<file path="config.mk">
export PLATFORM = sky130hd
export DESIGN_NAME = tths_coord
export DESIGN_NICKNAME = d
export VERILOG_FILES = /design/src/sv/tths_pkg.sv /design/src/sv/tths_coord.sv
export SDC_FILE = /design/constraint.sdc
export NUM_CORES = 2
export LEC_CHECK = 0
export BUFFER_PORTS_ARGS = -buffer_cell sky130_fd_sc_hd__buf_2
export CORE_UTILIZATION = 44
export CTS_CLUSTER_SIZE = 24
export DETAILED_ROUTE_END_ITERATION = 16
export PLACE_DENSITY = 0.6
export SLEW_MARGIN = 20
export SYNTH_ARGS = -nofsm -noshare
export SYNTH_HDL_FRONTEND = slang
export SYNTH_SLANG_ARGS = --single-unit
</file>
<file path="constraint.sdc">
create_clock -name clk -period 12.1 [get_ports clk]
set_input_delay 2.42 -clock clk [delete_from_list [all_inputs] [get_ports clk]]
set_output_delay 2.42 -clock clk [all_outputs]
set_load 0.02 [all_outputs]
</file>
<file path="src/sv/tths_pkg.sv">
// Shared types and constants of the tiled texture height sampler.
package tths_pkg;

  localparam int COORD_W    = 17;
  localparam int TILE_W     = 21;
  localparam int SIDE_W     = 9;
  localparam int IDX_W      = 16;
  localparam int WORD_W     = 32;
  localparam int HGT_W      = 16;
  localparam int LIN_W      = 18;  // y * w + x, sides at most 511
  localparam int FRAC_W     = 32;  // wrapped coordinate, Q32
  localparam int CFG_IDX_W  = 3;
  localparam int CFG_DATA_W = 21;
  localparam int CS_W       = 3;
  localparam int LUM_W      = 22;  // weighted sum, at most 255 * 10000
  localparam int NUM_W      = 30;  // 257 * sum + rounding term

  localparam logic [COORD_W:0]  HALF_Q16 = 18'd32768;
  localparam logic [FRAC_W-1:0] HALF_Q32 = 32'h8000_0000;

  localparam logic FUNC_LOAD   = 1'b0;
  localparam logic FUNC_SAMPLE = 1'b1;

  localparam logic FMT_GRAY = 1'b0;
  localparam logic FMT_BGRA = 1'b1;

  localparam logic [CS_W-1:0] CS_RED   = 3'd0;
  localparam logic [CS_W-1:0] CS_GREEN = 3'd1;
  localparam logic [CS_W-1:0] CS_BLUE  = 3'd2;
  localparam logic [CS_W-1:0] CS_ALPHA = 3'd3;
  localparam logic [CS_W-1:0] CS_LUMA  = 3'd4;

  localparam logic [CFG_IDX_W-1:0] REG_TEX_WIDTH      = 3'd0;
  localparam logic [CFG_IDX_W-1:0] REG_TEX_HEIGHT     = 3'd1;
  localparam logic [CFG_IDX_W-1:0] REG_PIXEL_FORMAT   = 3'd2;
  localparam logic [CFG_IDX_W-1:0] REG_CHANNEL_SELECT = 3'd3;
  localparam logic [CFG_IDX_W-1:0] REG_TILING_U       = 3'd4;
  localparam logic [CFG_IDX_W-1:0] REG_TILING_V       = 3'd5;

  // Rec.709 weights in units of 1/10000
  localparam logic [13:0] LUM_KR = 14'd2126;
  localparam logic [13:0] LUM_KG = 14'd7152;
  localparam logic [13:0] LUM_KB = 14'd722;
  localparam logic [8:0]  LUM_SCALE = 9'd257;
  localparam logic [12:0] LUM_ROUND = 13'd5000;
  // floor(n / 10000) == (n * DIV_MAGIC) >> DIV_SHIFT, exact for n < 2^30
  localparam logic [NUM_W-1:0] DIV_MAGIC = 30'd879609303;
  localparam int DIV_SHIFT = 43;

  typedef struct packed {
    logic              valid;
    logic              is_load;
    logic [IDX_W-1:0]  pixel_index;
    logic [WORD_W-1:0] texel_word;
  } tag_t;

  typedef struct packed {
    logic valid;  // sample item in stage
    logic ok;     // sample yields a height
  } shd_ctl_t;

  typedef struct packed {
    logic             valid;
    logic             sample_valid;
    logic [HGT_W-1:0] height_value;
  } result_t;

endpackage

</file>
<file path="src/sv/tths_coord.sv">
// Coordinate pipeline: tile and wrap, pixel rounding, linear address, store wrap.
module tths_coord #(
  parameter int STORE_DEPTH = 65536
) (
  input  logic                                clk,
  input  logic                                rst_n,
  input  logic                                adv,
  input  tths_pkg::tag_t                      tag_in,
  input  logic [tths_pkg::COORD_W-1:0]        coord_u,
  input  logic [tths_pkg::COORD_W-1:0]        coord_v,
  input  logic signed [tths_pkg::TILE_W-1:0]  tiling_u,
  input  logic signed [tths_pkg::TILE_W-1:0]  tiling_v,
  input  logic [tths_pkg::SIDE_W-1:0]         side_w,
  input  logic [tths_pkg::SIDE_W-1:0]         side_h,
  output tths_pkg::tag_t                      tag_out,
  output logic [$clog2(STORE_DEPTH)-1:0]      addr
);
  import tths_pkg::*;

  localparam int AW     = $clog2(STORE_DEPTH);
  localparam int DEP_W  = $clog2(STORE_DEPTH + 1);
  localparam int RCP_SH = 36;
  localparam longint unsigned RECIP = (64'd1 << RCP_SH) / STORE_DEPTH;
  localparam int QP_W   = RCP_SH + LIN_W;
  localparam int QD_W   = LIN_W + DEP_W;
  localparam int CMP_W  = (DEP_W > LIN_W) ? DEP_W : LIN_W;
  localparam int EXT_W  = (AW > LIN_W) ? AW : LIN_W;
  localparam int XP_W   = FRAC_W + SIDE_W;
  localparam int YP_W   = FRAC_W + SIDE_W + 1;

  tag_t c1_tag_r, c2_tag_r, c3_tag_r, c4_tag_r, c5_tag_r;

  // stage 1: (c - 0.5) * tiling + 0.5, keep the Q32 fraction
  logic signed [COORD_W:0]        du, dv;
  logic signed [COORD_W+TILE_W:0] mu, mv;
  logic [FRAC_W-1:0]              fu_nxt, fv_nxt, fu_r, fv_r;

  assign du = $signed({1'b0, coord_u}) - $signed(HALF_Q16);
  assign dv = $signed({1'b0, coord_v}) - $signed(HALF_Q16);
  assign mu = du * tiling_u;
  assign mv = dv * tiling_v;
  assign fu_nxt = mu[FRAC_W-1:0] + HALF_Q32;
  assign fv_nxt = mv[FRAC_W-1:0] + HALF_Q32;

  // stage 2: round half up onto the pixel grid, v flipped
  logic [SIDE_W-1:0] span_w, span_h, x_raw, x_nxt, y_nxt, x_r, y_r;
  logic [XP_W-1:0]   xp, xr;
  logic [FRAC_W:0]   fv_inv;
  logic [YP_W-1:0]   yp, yr;
  logic [SIDE_W:0]   y_raw;

  assign span_w = side_w - 9'd1;
  assign span_h = side_h - 9'd1;
  assign xp     = XP_W'(fu_r) * XP_W'(span_w);
  assign xr     = xp + XP_W'(HALF_Q32);
  assign x_raw  = xr[FRAC_W +: SIDE_W];
  assign x_nxt  = (x_raw > span_w) ? span_w : x_raw;
  assign fv_inv = {1'b1, {FRAC_W{1'b0}}} - {1'b0, fv_r};
  assign yp     = YP_W'(fv_inv) * YP_W'(span_h);
  assign yr     = yp + YP_W'(HALF_Q32);
  assign y_raw  = yr[FRAC_W +: SIDE_W+1];
  assign y_nxt  = (y_raw > {1'b0, span_h}) ? span_h : y_raw[SIDE_W-1:0];

  // stage 3: row-major address
  logic [LIN_W-1:0] lin_nxt, lin_r;
  assign lin_nxt = LIN_W'(y_r) * LIN_W'(side_w) + LIN_W'(x_r);

  // stage 4: quotient estimate by reciprocal, low by at most one
  logic [QP_W-1:0]  qp;
  logic [LIN_W-1:0] qe_nxt, qe_r, lin4_r;
  assign qp     = QP_W'(lin_r) * QP_W'(RECIP);
  assign qe_nxt = qp[RCP_SH +: LIN_W];

  // stage 5: partial remainder, below twice the depth
  logic [QD_W-1:0]  qd;
  logic [LIN_W-1:0] r1_nxt, r1_r;
  assign qd     = QD_W'(qe_r) * QD_W'(STORE_DEPTH);
  assign r1_nxt = lin4_r - qd[LIN_W-1:0];

  // final correction feeds the RAM address
  logic [CMP_W-1:0] diff;
  logic             geq;
  logic [LIN_W-1:0] rr;
  logic [EXT_W-1:0] r_ext;
  assign diff  = CMP_W'(r1_r) - CMP_W'(STORE_DEPTH);
  assign geq   = CMP_W'(r1_r) >= CMP_W'(STORE_DEPTH);
  assign rr    = geq ? diff[LIN_W-1:0] : r1_r;
  assign r_ext = EXT_W'(rr);
  assign addr  = r_ext[AW-1:0];
  assign tag_out = c5_tag_r;

  always_ff @(posedge clk) begin
    if (!rst_n) begin
      c1_tag_r.valid <= 1'b0;
      c2_tag_r.valid <= 1'b0;
      c3_tag_r.valid <= 1'b0;
      c4_tag_r.valid <= 1'b0;
      c5_tag_r.valid <= 1'b0;
    end else if (adv) begin
      c1_tag_r <= tag_in;
      c2_tag_r <= c1_tag_r;
      c3_tag_r <= c2_tag_r;
      c4_tag_r <= c3_tag_r;
      c5_tag_r <= c4_tag_r;
    end
  end

  always_ff @(posedge clk) begin
    if (adv) begin
      fu_r   <= fu_nxt;
      fv_r   <= fv_nxt;
      x_r    <= x_nxt;
      y_r    <= y_nxt;
      lin_r  <= lin_nxt;
      qe_r   <= qe_nxt;
      lin4_r <= lin_r;
      r1_r   <= r1_nxt;
    end
  end

endmodule

</file>
==> metrics.cfg <==
[final_layout]
utilization_pct=47.9
drive_above_1_share_pct=6.78
fin_nets=7072
synthToLayoutAreaGrowth_pct=7.37
nFillCells=11600

[route]
wirelength_microns=122000
vias_per_cell=5.01
wl_per_cell_microns=17.3
drt_iter0_markers=1860
firstDrtPassIters=11
via_count=35300
drc=0
antenna_left=0

[setup_path]
critPathMaxStageDelay_ns=0.54
endpoint_kind=flop
crit_slowest_cell=fa_1
crit_top_cell=inv_1
arrival_ns=10.87
reg2reg_to=y_r[6]$_DFFE_PP_
reg2reg_slack_ns=2.14
cp_max_fo=28
path_class=primary input to flop
timing.rr.start=fv_r[0]$_DFFE_PP_
cp-start-kind=primary input
crit_required_ns=12.42
reg2reg_depth=36

[min_path]
hold_depth=0
holdPathEnd=c3_tag_r[31]$_DFFE_PP_
hold_class=flop to flop
min-delay-start=c2_tag_r[31]$_DFFE_PP_

[sta]
fin_crit_ns=10.55
slew_viol_final=0
fin_crit_sh_pct=87.2
fin_ws_ns=1.55
finalClockSkew_ns=0.0258
clock.fmax_ghz=0.0948
rsz0062_at_grt=false
finalSetupViolations=0
max_slew_margin_pct=27.5
tightest_slew_ns=1.08
setup_tns_ns=0
hold_viol=0

[synth]
syn_avg_cell_area_sq_um=10.5
synth_edf_count=375
syn_nets=6968
yosysMostFrequentCell=fa_1
yosysSeqAreaShare_pct=20.5
yosysWarnings=0
ys_types=75
synthTopCellsByCount=1107 x fa_1, 1062 x inv_1, 616 x nand2_1
ys.flop_type=edfxtp_1
netlist_area_sq_um=55400
synth.top_cells.by_area=fa_1 40%, edfxtp_1 20%, ha_1 9.8%, inv_1 7.2%, and2_1 4.3%
syn_inst=5281
synth_area_leader_cell=fa_1
ys_ff_latch=380
synth_top_area_share_pct=40.0
async_flop_share_pct=0

[floorplan]
ioPinCount=213
core_sq_um=124000
initial_core_util_pct=44.6
die_w_microns=357
rows=129
dieArea_sq_um=127000
die_y_microns=357

[placed_design]
gp_congestion=0.857
port-buffer-count=212
dp_hpwl_microns=95400
dp_slack_ns=0.931

[clock_network]
cts_setup_buffers=0
cts.repair.resized=0
cts-root-buf=clkbuf_16
clock_latency_ns=0.58
h-tree-depth=2
clk_pin_slew_ns=0.06
cts_tree=done
cts.sinks=380
cts_buffers=38
clk_path_buf_depth=3
ctsHoldBuffers=0

[global_route]
grt_overflow_total=0
grt_pass1_wl_microns=203000
grt_usage_pct=19.9
met2_usage_pct=33.5
grt-busiest-layer=met2
grt_max_degree=158
antenna_found_initial=1
grt_use_met1_pct=27.7
grt_pass1_vias=38600
use_met3_pct=2.52

[run]
maxCapViolCount=0

[outcome]
status=complete, no violations

state kept, by name (all words and copies together), names as in the netlist:
register / count
c1_tag_r: 50
lin4_r: 16
c4_tag_r: 50
fv_r: 32
x_r: 9
lin_r: 16
c3_tag_r: 50
y_r: 9
fu_r: 32
c2_tag_r: 50
r1_r: 16
tag_out: 50
per-layer routing:
| layer | wire (microns) | vias up |
|---|---|---|
| met5 | 0 | - |
| met4 | 2220 | 0 |
| met3 | 5880 | 136 |
| met2 | 58100 | 816 |
| met1 | 55500 | 18100 |
| li1 | - | 16200 |
worst max-delay path by stage:
stage	startpoint	end	slack (ns)	cells past startpoint
after floorplan	side_h[0]	y_r[2]$_DFFE_PP_	1.49	34
after global placement	side_h[0]	y_r[5]$_DFFE_PP_	1.05	38
after detailed placement	side_h[0]	y_r[6]$_DFFE_PP_	0.93	38
after CTS	side_h[0]	y_r[6]$_DFFE_PP_	1.54	38
after global routing	side_h[0]	y_r[3]$_DFFE_PP_	1.03	38
final	side_h[0]	y_r[6]$_DFFE_PP_	1.55	38
cell families (layout without fill, tap and decap cells):
kind of cell | Yosys count | after routing | synth area share, %
flip-flops | 380 | 380 | 20.5
other | 0 | 1 | 0
buffers and inverters | 1252 | 1384 | 8.48
AND/OR/NAND/NOR | 1633 | 1633 | 14.6
AO/OA/AOI/OAI | 263 | 263 | 3.23
adder cells (fa/ha/maj) | 1540 | 1540 | 49.7
XOR/XNOR | 196 | 196 | 3.10
multiplexers | 17 | 17 | 0.370
through the flow:
step	area (sq um)	instances	hold slack, ns
final	59500	7051	0.402
after global routing	59500	7050	0.413
after CTS	59500	7050	0.399
after detailed placement	58200	6982	0.405
after global placement	58200	6982	0.400
after floorplan	55400	5281	0.400
worst max-delay path, delay by kind of cell:
family	cells	cell delay [ns]
adder cells (fa/ha/maj)	8	3.11
AO/OA/AOI/OAI	12	2.43
buffers and inverters	9	1.18
AND/OR/NAND/NOR	6	1.09
multiplexers	1	0.31
XOR/XNOR	2	0.28
layout by cell type, fill, tap and decap left out, types with 9 or more instances in the layout:
master        n
nand4_1      11
xnor2_1     139
clkinv_1     11
nor3_1       22
inv_1      1062
fa_1       1107
nand3_1      18
edfxtp_1    375
clkbuf_16    39
a21o_1       40
and3_1        9
o21a_1       23
or2_2        25
xor2_1       48
buf_2       211
nor2b_1     146
ha_1        433
nor2_1      239
o21ai_0      43
buf_4        34
a21oi_1      70
nand2_1     616
nand2b_1    119
a211oi_1     12
or3_1        11
and2_1      384
o21bai_1     10
final cells by class:
cell class / instances / area [sq um] / share of cell area, %
Tap cell: 1637 / 2050 / 3.44
Inverter: 1068 / 4010 / 6.73
Clock buffer: 42 / 987 / 1.66
Sequential cell: 380 / 11400 / 19.1
Antenna cell: 1 / 2.50 / 0.00420
Clock inverter: 26 / 315 / 0.530
Multi-Input combinational cell: 3649 / 39500 / 66.3
Timing Repair Buffer: 248 / 1350 / 2.27
Power is not shown: default switching activity piles up to over one toggle a cycle in this logic, so the estimate is an artifact.
