`config.mk`:
```
export PLATFORM = sky130hd
export DESIGN_NAME = tths_shade
export DESIGN_NICKNAME = d
export VERILOG_FILES = /design/src/sv/tths_pkg.sv /design/src/sv/tths_shade.sv
export SDC_FILE = /design/constraint.sdc
export NUM_CORES = 1
export LEC_CHECK = 0
export ABC_AREA = 1
export ABC_CLOCK_PERIOD_IN_PS = 6450
export BUFFER_PORTS_ARGS = -buffer_cell sky130_fd_sc_hd__buf_2
export CAP_MARGIN = 20
export CELL_PAD_IN_SITES_DETAIL_PLACEMENT = 1
export CELL_PAD_IN_SITES_GLOBAL_PLACEMENT = 2
export CORE_MARGIN = 2
export CORE_UTILIZATION = 42
export CTS_CLUSTER_DIAMETER = 100
export CTS_CLUSTER_SIZE = 16
export DETAILED_ROUTE_END_ITERATION = 8
export PLACE_DENSITY = 0.86
export SYNTH_ARGS = -nofsm -noshare
export SYNTH_HDL_FRONTEND = slang
export SYNTH_SLANG_ARGS = --single-unit
```
`constraint.sdc`:
```
create_clock -name clk -period 6.45 [get_ports clk]
set_input_delay 0 -clock clk [delete_from_list [all_inputs] [get_ports clk]]
set_output_delay 0 -clock clk [all_outputs]
set_load 0.02 [all_outputs]
```
`src/sv/tths_pkg.sv`:
```
// Shared types and constants of the tiled texture height sampler.
package tths_pkg;

  localparam int COORD_W    = 17;
  localparam int TILE_W     = 21;
  localparam int SIDE_W     = 9;
  localparam int IDX_W      = 16;
  localparam int WORD_W     = 32;
  localparam int HGT_W      = 16;
  localparam int LIN_W      = 18;  // y * w + x, sides at most 511
  localparam int FRAC_W     = 32;  // wrapped coordinate, Q32
  localparam int CFG_IDX_W  = 3;
  localparam int CFG_DATA_W = 21;
  localparam int CS_W       = 3;
  localparam int LUM_W      = 22;  // weighted sum, at most 255 * 10000
  localparam int NUM_W      = 30;  // 257 * sum + rounding term

  localparam logic [COORD_W:0]  HALF_Q16 = 18'd32768;
  localparam logic [FRAC_W-1:0] HALF_Q32 = 32'h8000_0000;

  localparam logic FUNC_LOAD   = 1'b0;
  localparam logic FUNC_SAMPLE = 1'b1;

  localparam logic FMT_GRAY = 1'b0;
  localparam logic FMT_BGRA = 1'b1;

  localparam logic [CS_W-1:0] CS_RED   = 3'd0;
  localparam logic [CS_W-1:0] CS_GREEN = 3'd1;
  localparam logic [CS_W-1:0] CS_BLUE  = 3'd2;
  localparam logic [CS_W-1:0] CS_ALPHA = 3'd3;
  localparam logic [CS_W-1:0] CS_LUMA  = 3'd4;

  localparam logic [CFG_IDX_W-1:0] REG_TEX_WIDTH      = 3'd0;
  localparam logic [CFG_IDX_W-1:0] REG_TEX_HEIGHT     = 3'd1;
  localparam logic [CFG_IDX_W-1:0] REG_PIXEL_FORMAT   = 3'd2;
  localparam logic [CFG_IDX_W-1:0] REG_CHANNEL_SELECT = 3'd3;
  localparam logic [CFG_IDX_W-1:0] REG_TILING_U       = 3'd4;
  localparam logic [CFG_IDX_W-1:0] REG_TILING_V       = 3'd5;

  // Rec.709 weights in units of 1/10000
  localparam logic [13:0] LUM_KR = 14'd2126;
  localparam logic [13:0] LUM_KG = 14'd7152;
  localparam logic [13:0] LUM_KB = 14'd722;
  localparam logic [8:0]  LUM_SCALE = 9'd257;
  localparam logic [12:0] LUM_ROUND = 13'd5000;
  // floor(n / 10000) == (n * DIV_MAGIC) >> DIV_SHIFT, exact for n < 2^30
  localparam logic [NUM_W-1:0] DIV_MAGIC = 30'd879609303;
  localparam int DIV_SHIFT = 43;

  typedef struct packed {
    logic              valid;
    logic              is_load;
    logic [IDX_W-1:0]  pixel_index;
    logic [WORD_W-1:0] texel_word;
  } tag_t;

  typedef struct packed {
    logic valid;  // sample item in stage
    logic ok;     // sample yields a height
  } shd_ctl_t;

  typedef struct packed {
    logic             valid;
    logic             sample_valid;
    logic [HGT_W-1:0] height_value;
  } result_t;

endpackage

```
`src/sv/tths_shade.sv`:
```
// Texel to height: channel pick or Rec.709 luminance, scaled to Q16.
module tths_shade (
  input  logic                        clk,
  input  logic                        rst_n,
  input  logic                        adv,
  input  tths_pkg::shd_ctl_t          ctl,
  input  logic [tths_pkg::WORD_W-1:0] texel,
  input  logic                        pixel_format,
  input  logic [tths_pkg::CS_W-1:0]   channel_select,
  output tths_pkg::result_t           res
);
  import tths_pkg::*;

  localparam int DP_W = 2 * NUM_W;

  logic [7:0] b, g, r, a;
  assign b = texel[7:0];
  assign g = texel[15:8];
  assign r = texel[23:16];
  assign a = texel[31:24];

  // stage 1: select byte, weighted sum
  logic             lum_nxt;
  logic [7:0]       byte_nxt;
  logic [LUM_W-1:0] s_nxt;

  assign lum_nxt = (pixel_format == FMT_BGRA) && (channel_select == CS_LUMA);
  assign s_nxt   = LUM_W'(r) * LUM_W'(LUM_KR) + LUM_W'(g) * LUM_W'(LUM_KG)
                 + LUM_W'(b) * LUM_W'(LUM_KB);

  always_comb begin
    byte_nxt = 8'd0;
    if (pixel_format == FMT_GRAY) begin
      byte_nxt = b;
    end else begin
      case (channel_select)
        CS_RED:   byte_nxt = r;
        CS_GREEN: byte_nxt = g;
        CS_BLUE:  byte_nxt = b;
        CS_ALPHA: byte_nxt = a;
        default:  byte_nxt = 8'd0;
      endcase
    end
  end

  shd_ctl_t         h1_ctl_r, h2_ctl_r, h3_ctl_r;
  logic             h1_lum_r, h2_lum_r, h3_lum_r;
  logic [7:0]       h1_byte_r, h2_byte_r, h3_byte_r;
  logic [LUM_W-1:0] s_r;

  // stage 2: 257 * s + 5000
  logic [NUM_W-1:0] n_nxt, n_r;
  assign n_nxt = NUM_W'(s_r) * NUM_W'(LUM_SCALE) + NUM_W'(LUM_ROUND);

  // stage 3: divide by 10000 through the reciprocal
  logic [DP_W-1:0]  dp;
  logic [HGT_W-1:0] q_nxt, q_r;
  assign dp    = DP_W'(n_r) * DP_W'(DIV_MAGIC);
  assign q_nxt = dp[DIV_SHIFT +: HGT_W];

  always_ff @(posedge clk) begin
    if (!rst_n) begin
      h1_ctl_r.valid <= 1'b0;
      h2_ctl_r.valid <= 1'b0;
      h3_ctl_r.valid <= 1'b0;
    end else if (adv) begin
      h1_ctl_r <= ctl;
      h2_ctl_r <= h1_ctl_r;
      h3_ctl_r <= h2_ctl_r;
    end
  end

  always_ff @(posedge clk) begin
    if (adv) begin
      h1_lum_r  <= lum_nxt;
      h1_byte_r <= byte_nxt;
      s_r       <= s_nxt;
      h2_lum_r  <= h1_lum_r;
      h2_byte_r <= h1_byte_r;
      n_r       <= n_nxt;
      h3_lum_r  <= h2_lum_r;
      h3_byte_r <= h2_byte_r;
      q_r       <= q_nxt;
    end
  end

  // byte * 257 is the byte repeated
  always_comb begin
    res.valid        = h3_ctl_r.valid;
    res.sample_valid = h3_ctl_r.ok;
    if (!h3_ctl_r.ok) begin
      res.height_value = '0;
    end else if (h3_lum_r) begin
      res.height_value = q_r;
    end else begin
      res.height_value = {h3_byte_r, h3_byte_r};
    end
  end

endmodule

```
==> results of run 1 <==
registers in the layout, indices dropped and copies added (netlist names):
register / cells
q_r: 16
n_r: 29
h3_byte_r: 8
h2_byte_r: 8
res: 2
h2_ctl_r: 2
h2_lum_r: 1
h1_ctl_r: 2
h1_lum_r: 1
h1_byte_r: 8
h3_lum_r: 1
s_r: 21
final cells by class:
cell class / instances / area, sq um
flip-flops and latches: 99 / 2940
multi-input cells: 2183 / 21700
well taps: 855 / 1070
clock inverters: 7 / 100
clock buffers: 9 / 225
inverters: 784 / 2940
fillers: 7560 / 34000
repair buffers: 165 / 1180
cell usage in the layout (no fill, tap or decap), types with 10 or more instances in the layout:
master	n
buf_4	96
nand2_2	26
fa_2	21
inv_1	774
nor2_4	12
xnor2_1	39
a21oi_2	14
edfxtp_1	96
a21oi_1	127
o21bai_1	12
ha_4	12
o21ai_0	59
nor3_1	19
nor2_2	20
fa_1	407
nand4_1	14
nor2_1	129
nand2_1	525
xor2_1	52
buf_2	57
ha_1	525
nand3_1	84
inv_2	10
path summary, 6_finish.rpt:
| path | from | endpoint | cells past startpoint |
|---|---|---|---|
| max | n_r[22] | q_r[7] | 22 |
| min | texel[7] | h1_byte_r[7] | 3 |
| max reg2reg | n_r[22] | q_r[7] | 22 |
| min reg2reg | h1_byte_r[2] | h2_byte_r[2] | 0 |
layer usage:
metal	part of all wire, %	wire, microns
met4	4.9	4170
met5	0	0
met2	52	44000
met3	3.0	2500
met1	40	34100
cells by family (layout without fill, tap and decap cells):
group	Yosys count	count (layout)	share of synthesized area (%)
flops	99	99	10.9
xor+xnor	94	94	3.04
compound gates	251	251	5.06
fa+ha+maj	974	974	56.8
buf+inv	787	965	10.9
simple gates	864	864	13.4
stage by stage:
step | setup slack [ps] | instances | cell area, sq um | utilization [%] | TNS, ps
5_1_grt | -77.7 | 4102 | 30100 | 47.0 | -349
3_3_place_gp | 37.3 | 4042 | 29000 | 45.2 | 0
6_report | 158 | 4102 | 30100 | 47.0 | 0
4_1_cts | 0.120 | 4070 | 29400 | 45.9 | 0
2_1_floorplan | 494 | 3069 | 27100 | - | 0
3_5_place_dp | -39.0 | 4042 | 29000 | 45.2 | -76.5
worst reg2reg max path, delay by kind of cell (launching register included):
| family | cells | cell delay [ps] |
|---|---|---|
| fa+ha+maj | 9 | 4200 |
| buf+inv | 5 | 580 |
| flops | 1 | 490 |
| simple gates | 8 | 810 |
timing repair:
action / in CTS / in global routing
setup buffers: 6 / 32
hold buffers: 6 / 0
resized for setup: 1 / 108
pin swaps: 0 / 20
setup endpoints to repair: 3 / 16
endpoints found under the hold margin: 8 / 0
cloned: 0 / 0
==> run summary, run 1 <==
Least-Margin Pin Slew - 775 ps
critical path required time - 6610 ps
fin crit period - 6290 ps
global-route track usage on met3 - 2.89%
Starting Density - 42.3%
status - finished clean
clk sink count - 99
GRT overflow - 0
largest net degree at the start of global routing - 53
port buffer count - 58
initial antenna violation count - 1
worst path cell trace - buf_4 > fa_1 > ha_1 > inv_1 > fa_1 > fa_1 > inv_1 > fa_1 > fa_2 > fa_1 > fa_1 > ha_4 > nand2_2 > nor2_2 > nand2_1 > inv_1 > nand2_1 > nor3_1 > buf_4 > nand2_1 > nand3_1 > nand2_1
critical path's most frequent cell - fa_1
hold slack final - 13.0 ps
Residual DRC - 0
dominant synthesized flop cell - edfxtp_1
leading area contributor after synthesis - fa_1
final hold violations - 0
Hold Path Class - in -> reg
Post-Syn Area - 27100 sq um
via/cell ratio - 5.13
Die X - 258 microns
Final Setup Violations - 0
Yosys reg bits - 99
Synth cell types - 43
crit path buf inv count - 5
FP Rows - 93
WP data arrival - 6450 ps
slowest cell delay on critical path - 600 ps
first-pass GRT wire length - 133000 microns
global-route usage over all layers - 26.1%
largest fanout on the critical path - 4
CP max stage cell - fa_2
ANT cells - 0
CP startpoint kind - flop
Ys Warns - 0
Area contributors post-synth - fa_1 32%, ha_1 25%, inv_1 11%, edfxtp_1 11%, nand2_1 7.5%
Clock Skews - 22.4 ps
Seq/Total Area, Yosys - 10.9%
# IOs - 59
full die area - 66600 sq um
CTS clk-pin slew, worst paths - 90 ps
CTS buffer count - 9
fmax - 0.159 GHz
r2r setup slk - 160 ps
vias in the first global route - 24200
routability cong. - 0.945
Mean Syn Cell Area - 8.84 sq um
post-route clock period utilization - 97.5%
Skew-Pair Late Insertion Delay - 410 ps
syn nets - 4084
root buffer cell - clkbuf_16
ANT nets after route - 0
Gate Count Post-Synth - 3069
initial drt markers - 763
First-pass DRT Iterations - 5
met1 usage - 30.4%
H-tree Lvls - 3
DR vias - 21000
CP Capture Type - flop
top-area cell type share of the netlist area - 31.6%
chip height - 258 microns
met2 usage - 48.4%
Routed WL - 84800 microns
area growth from synthesis to layout - 11.1%
ys async rst share - 0%
number of synthesized flops with an enable pin - 96
Max Cap Viol - 0
Max Slew Vio Count - 0
relative slew slack - 48.4%
most common cell in the netlist - inv_1
busiest grt layer - met2
clk buf depth - 2
critical path class - reg -> reg
core area - 64100 sq um
delay-heaviest family, CP - adder cells
Final HPWL DP - 75900 microns
fin nets - 4257
clock tree from TritonCTS - built
Synth top cells by count - 775 x inv_1, 546 x ha_1, 543 x nand2_1, 428 x fa_1, 144 x nor2_1
routed length per instance - 20.7 microns
layout cell share with drive strength beyond 1 - 10.2%
Power of run 1 is not shown: default switching activity piles up to over one toggle a cycle in this logic, so the estimate is an artifact.
==> run 2: changes to the inputs <==
--- a/config.mk
+++ b/config.mk
@@ -11,6 +11,7 @@
 export CAP_MARGIN = 20
 export CELL_PAD_IN_SITES_DETAIL_PLACEMENT = 1
 export CELL_PAD_IN_SITES_GLOBAL_PLACEMENT = 2
+export CORE_ASPECT_RATIO = 2
 export CORE_MARGIN = 2
 export CORE_UTILIZATION = 42
 export CTS_CLUSTER_DIAMETER = 100
==> run 2 against run 1 <==
Compared with the run above: non-clock buffer count rose by 79; highest routed layer is now met5; critical endpoint is now q_r[8]; largest cell class unchanged; sequential share of layout area shrank 0.22 points; register-to-register slack worse by 90 ps; count of clock-buffer cells in the layout rose by 1.
==> run summary, run 2 (synthesized netlist as in run 1, its figures left out) <==
ANT nets after route - 0
global-route usage over all layers - 30.9%
Final HPWL DP - 89900 microns
H-tree Lvls - 3
slowest cell delay on critical path - 590 ps
CTS buffer count - 9
final hold violations - 0
area taken by flip-flops and latches - 2940 sq um
Starting Density - 42.5%
fmax - 0.157 GHz
worst path cell trace - buf_4 > fa_1 > ha_1 > inv_1 > fa_1 > fa_1 > inv_1 > fa_1 > fa_1 > fa_1 > fa_1 > ha_4 > nand2_1 > nand2_1 > inv_1 > nor2_1 > nor2_2 > nor2_1 > nor2_1 > nand2_1 > nand2_1 > nand3_1 > nand2_1 > nand2_1
multi-input combinational cell area - 21800 sq um
root buffer cell - clkbuf_16
DR vias - 22000
Hold Crit Endpoint - h1_byte_r[5]
chip height - 363 microns
largest net degree at the start of global routing - 58
max FFs per register - 29
clk sink count - 99
CP Capture Type - flop
delay-heaviest family, CP - adder cells
Final Setup Violations - 0
ANT cells - 0
largest fanout on the critical path - 4
vias in the first global route - 25700
worst reg2reg path depth - 24
routed length per instance - 24.3 microns
most frequent cells in the layout - 772 x inv_1, 521 x nand2_1, 514 x ha_1, 408 x fa_1, 168 x buf_4
CP startpoint kind - flop
setup TNS - 0 ps
relative slew slack - 42.0%
Max Cap Viol - 0
most flop-heavy register - n_r
first-pass GRT wire length - 148000 microns
RR Startpoint - n_r[22]
clk buf depth - 2
critical path class - reg -> reg
Clock Skews - 26.5 ps
fin nets - 4336
number of fill cells - 7539
routability cong. - 1.01
port buffer count - 58
area growth from synthesis to layout - 13.6%
Hold Path Class - in -> reg
crit path buf inv count - 4
Die X - 184 microns
clock tree from TritonCTS - built
CP max stage cell - fa_1
# IOs - 59
First-pass DRT Iterations - 4
top flop regs - n_r: 29 flops, s_r: 21 flops, q_r: 16 flops
FP Rows - 131
FF-to-FF End - q_r[8]
hold path cells - 3
RSZ-0062 raised after global routing - yes
Hold Path Origin - texel[5]
GRT overflow - 0
initial antenna violation count - 1
status - finished clean
Least-Margin Pin Slew - 863 ps
WP data arrival - 6540 ps
initial drt markers - 811
post-route clock period utilization - 98.9%
core area - 63800 sq um
Routed WL - 100000 microns
most common cell after layout, fill and taps aside - inv_1
Skew-Pair Late Insertion Delay - 410 ps
layout cell share with drive strength beyond 1 - 12.8%
critical path required time - 6610 ps
Residual DRC - 0
critical path's most frequent cell - fa_1
full die area - 66700 sq um
fin crit period - 6380 ps
CTS clk-pin slew, worst paths - 80 ps
Max Slew Vio Count - 0
r2r setup slk - 70 ps
via/cell ratio - 5.32
==> run 2: cell count changes in the layout (fill, tap and decap cells not counted), moves of 3 or more <==
| cell | before | now |
|---|---|---|
| buf_4 | 96 | 168 |
| ha_4 | 12 | 24 |
| ha_1 | 525 | 514 |
| buf_6 | 1 | 7 |
| nor2_2 | 20 | 26 |
| a21oi_1 | 127 | 131 |
| a21oi_2 | 14 | 10 |
| nand2_1 | 525 | 521 |
| nor2_1 | 129 | 126 |
| nor2_4 | 12 | 9 |
==> run 2: layer usage <==
metal	up-vias	wire (microns)	GRT usage, %
met2	559	57600	62.4
met3	407	2370	2.90
met4	2	12600	31.8
met1	11000	27700	23.7
met5	-	12	0
li1	10000	-	-
==> run 2: worst min-delay path, stage by stage <==
cell and delay, ps:
buf_2 170, nand2_1 70, nand2_1 70
==> run 2: repair_timing <==
item / CTS / global route
resized for setup: 15 / 117
endpoints found under the setup margin: 14 / 16
hold buffers: 6 / 0
endpoints found under the hold margin: 5 / 0
pin swaps: 5 / 17
setup buffers: 21 / 23
==> run 2: cell type report <==
class | instances | area share (%)
clock buffer | 10 | 0.776
clock inverter | 6 | 0.175
inverter | 784 | 9.55
multi-input combinational | 2183 | 70.8
sequential | 99 | 9.55
tap | 798 | 3.24
timing repair buffer | 244 | 5.86
==> run 2: stage by stage <==
step	setup slack, ps	std cells	hold WS, ps	utilization [%]	cell area (sq um)
2_1_floorplan	494	3069	98.9	-	27100
3_3_place_gp	-166	4058	204	46.2	29500
3_5_place_dp	-185	4058	198	46.2	29500
4_1_cts	4.45	4101	6.43	47.2	30100
5_1_grt	-130	4124	24.5	48.3	30800
6_report	71.9	4124	23.9	48.3	30800
==> run 2: how the worst max path moves through the flow <==
stage / startpoint / endpoint / cells past startpoint
2_1_floorplan: n_r[8] / q_r[5] / 22
3_3_place_gp: n_r[17] / q_r[14] / 20
5_1_grt: n_r[22] / q_r[3] / 24
6_report: n_r[22] / q_r[8] / 24
3_5_place_dp: n_r[14] / q_r[14] / 20
4_1_cts: n_r[14] / q_r[14] / 20
Power of run 2 is left out for the same reason.
==> run 3: changes to the inputs <==
--- a/config.mk
+++ b/config.mk
@@ -11,7 +11,7 @@
 export CAP_MARGIN = 20
 export CELL_PAD_IN_SITES_DETAIL_PLACEMENT = 1
 export CELL_PAD_IN_SITES_GLOBAL_PLACEMENT = 2
-export CORE_ASPECT_RATIO = 2
+export CORE_ASPECT_RATIO = 1.75
 export CORE_MARGIN = 2
 export CORE_UTILIZATION = 42
 export CTS_CLUSTER_DIAMETER = 100
==> run 3 against run 2 <==
Compared with the run above: first-iteration DRC count down 2.7%; routed wire length is 3.3% lower; via count decreased by 1.3%; non-clock buffer count did not move; critical path type unchanged.
==> run summary, run 3 (synthesized netlist as in run 1, its figures left out) <==
Hold Path Class - in -> reg
dpl cells - 4072
Max Cap Viol - 0
DR vias - 21700
largest fanout on the critical path - 4
r2r setup slk - 140 ps
ANT nets after route - 0
area growth from synthesis to layout - 14.6%
Die X - 196 microns
# IOs - 59
routability cong. - 0.965
Final Setup Violations - 0
initial drt markers - 789
core area - 64000 sq um
top flop regs - n_r: 29 flops, s_r: 21 flops, q_r: 16 flops
port buffer count - 58
final hold violations - 0
vias in the first global route - 25600
WP data arrival - 6440 ps
number of fill cells - 7566
Least-Margin Pin Slew - 812 ps
max FFs per register - 29
area taken by flip-flops and latches - 2940 sq um
most flop-heavy register - n_r
fin crit period - 6310 ps
clock tree from TritonCTS - built
hold path cells - 5
clk buf depth - 2
Final HPWL DP - 87000 microns
CTS clk-pin slew, worst paths - 80 ps
relative slew slack - 45.9%
full die area - 66700 sq um
multi-input combinational cell area - 22000 sq um
first-pass GRT wire length - 145000 microns
Hold Path Origin - texel[26]
most common cell after layout, fill and taps aside - inv_1
CP Capture Type - flop
fin nets - 4336
ANT cells - 0
Routed WL - 97000 microns
CP startpoint kind - flop
initial antenna violation count - 0
FP Rows - 123
post-route clock period utilization - 97.8%
most frequent cells in the layout - 770 x inv_1, 512 x nand2_1, 510 x ha_1, 392 x fa_1, 161 x buf_4
layout cell share with drive strength beyond 1 - 14.0%
Layout Utilization - 48.5%
routed length per instance - 23.5 microns
clk sink count - 99
global-route usage over all layers - 29.7%
root buffer cell - clkbuf_16
RR Startpoint - n_r[22]
Residual DRC - 0
Starting Density - 42.4%
Hold Crit Endpoint - h1_byte_r[2]
final instance area - 31100 sq um
fmax - 0.159 GHz
H-tree Lvls - 3
Max Slew Vio Count - 0
status - finished clean
critical path class - reg -> reg
chip height - 340 microns
FF-to-FF End - q_r[3]
Non-Filler Instances - 4138
CTS buffer count - 9
dpl cell area - 29600 sq um
critical path required time - 6590 ps
Skew-Pair Late Insertion Delay - 400 ps
Clock Skews - 20.0 ps
GRT overflow - 0
largest net degree at the start of global routing - 53
via/cell ratio - 5.24
worst reg2reg path depth - 26
First-pass DRT Iterations - 5
run 3: cell count changes in the layout (fill, tap and decap cells not counted), moves of 5 or more:
cell | previous run | this run
nand2_2 | 28 | 39
fa_1 | 408 | 392
buf_12 | 6 | 11
buf_4 | 168 | 161
nand2_1 | 521 | 512
fa_2 | 20 | 36
run 3: worst max-delay path, cell delays in order (launching register included):
cell	delay (ps)
edfxtp_1	430
buf_4	190
buf_4	150
fa_1	480
ha_1	310
inv_1	60
fa_2	570
fa_1	410
inv_1	90
fa_2	500
fa_1	530
fa_2	600
fa_1	460
ha_4	280
buf_6	120
nand2_4	80
inv_2	30
nand2_1	50
nand2_1	70
inv_1	60
nand2_1	50
nand2_1	60
nand2_2	80
a21oi_2	170
nand2_1	60
nand2_1	80
nand2_2	70
run 3: layout make-up:
cell class	instances	area share [%]
multi-input combinational	2183	70.7
timing repair buffer	244	6.08
tap	812	3.27
clock inverter	7	0.270
inverter	784	9.47
sequential	99	9.47
clock buffer	9	0.725
run 3: timing repair:
item,CTS,global route
endpoints found under the setup margin,8,16
setup buffers,11,32
cloned,0,1
hold buffers,6,0
pin swaps,0,53
endpoints found under the hold margin,8,0
gates resized for setup,6,175
run 3: metrics by stage:
stage | hold WS [ps] | setup TNS (ps) | worst slack [ps]
3_3_place_gp | 180 | -122 | -60.8
5_1_grt | 62.2 | -587 | -73.5
2_1_floorplan | 98.9 | 0 | 494
3_5_place_dp | 181 | -416 | -96.1
4_1_cts | 50.3 | 0 | 0.825
6_report | 54.2 | 0 | 143
run 3: worst max path at each step:
stage | from | end | slack (ps) | cells past startpoint
floorplan | n_r[8] | q_r[5] | 490 | 22
global placement | n_r[18] | q_r[8] | -60 | 21
detailed placement | n_r[16] | q_r[14] | -100 | 21
CTS | n_r[20] | q_r[8] | 0.8 | 22
global route | n_r[22] | q_r[10] | -70 | 23
finish | n_r[22] | q_r[3] | 140 | 26
run 3: layer usage:
metal	part of all wire, %	GRT usage [%]	vias to the layer above
met5	0	0	-
met4	11	26.5	0
met3	2.0	2.25	340
met2	57	60.8	469
met1	30	24.5	10800
li1	-	-	10000
Power of run 3 is left out for the same reason.
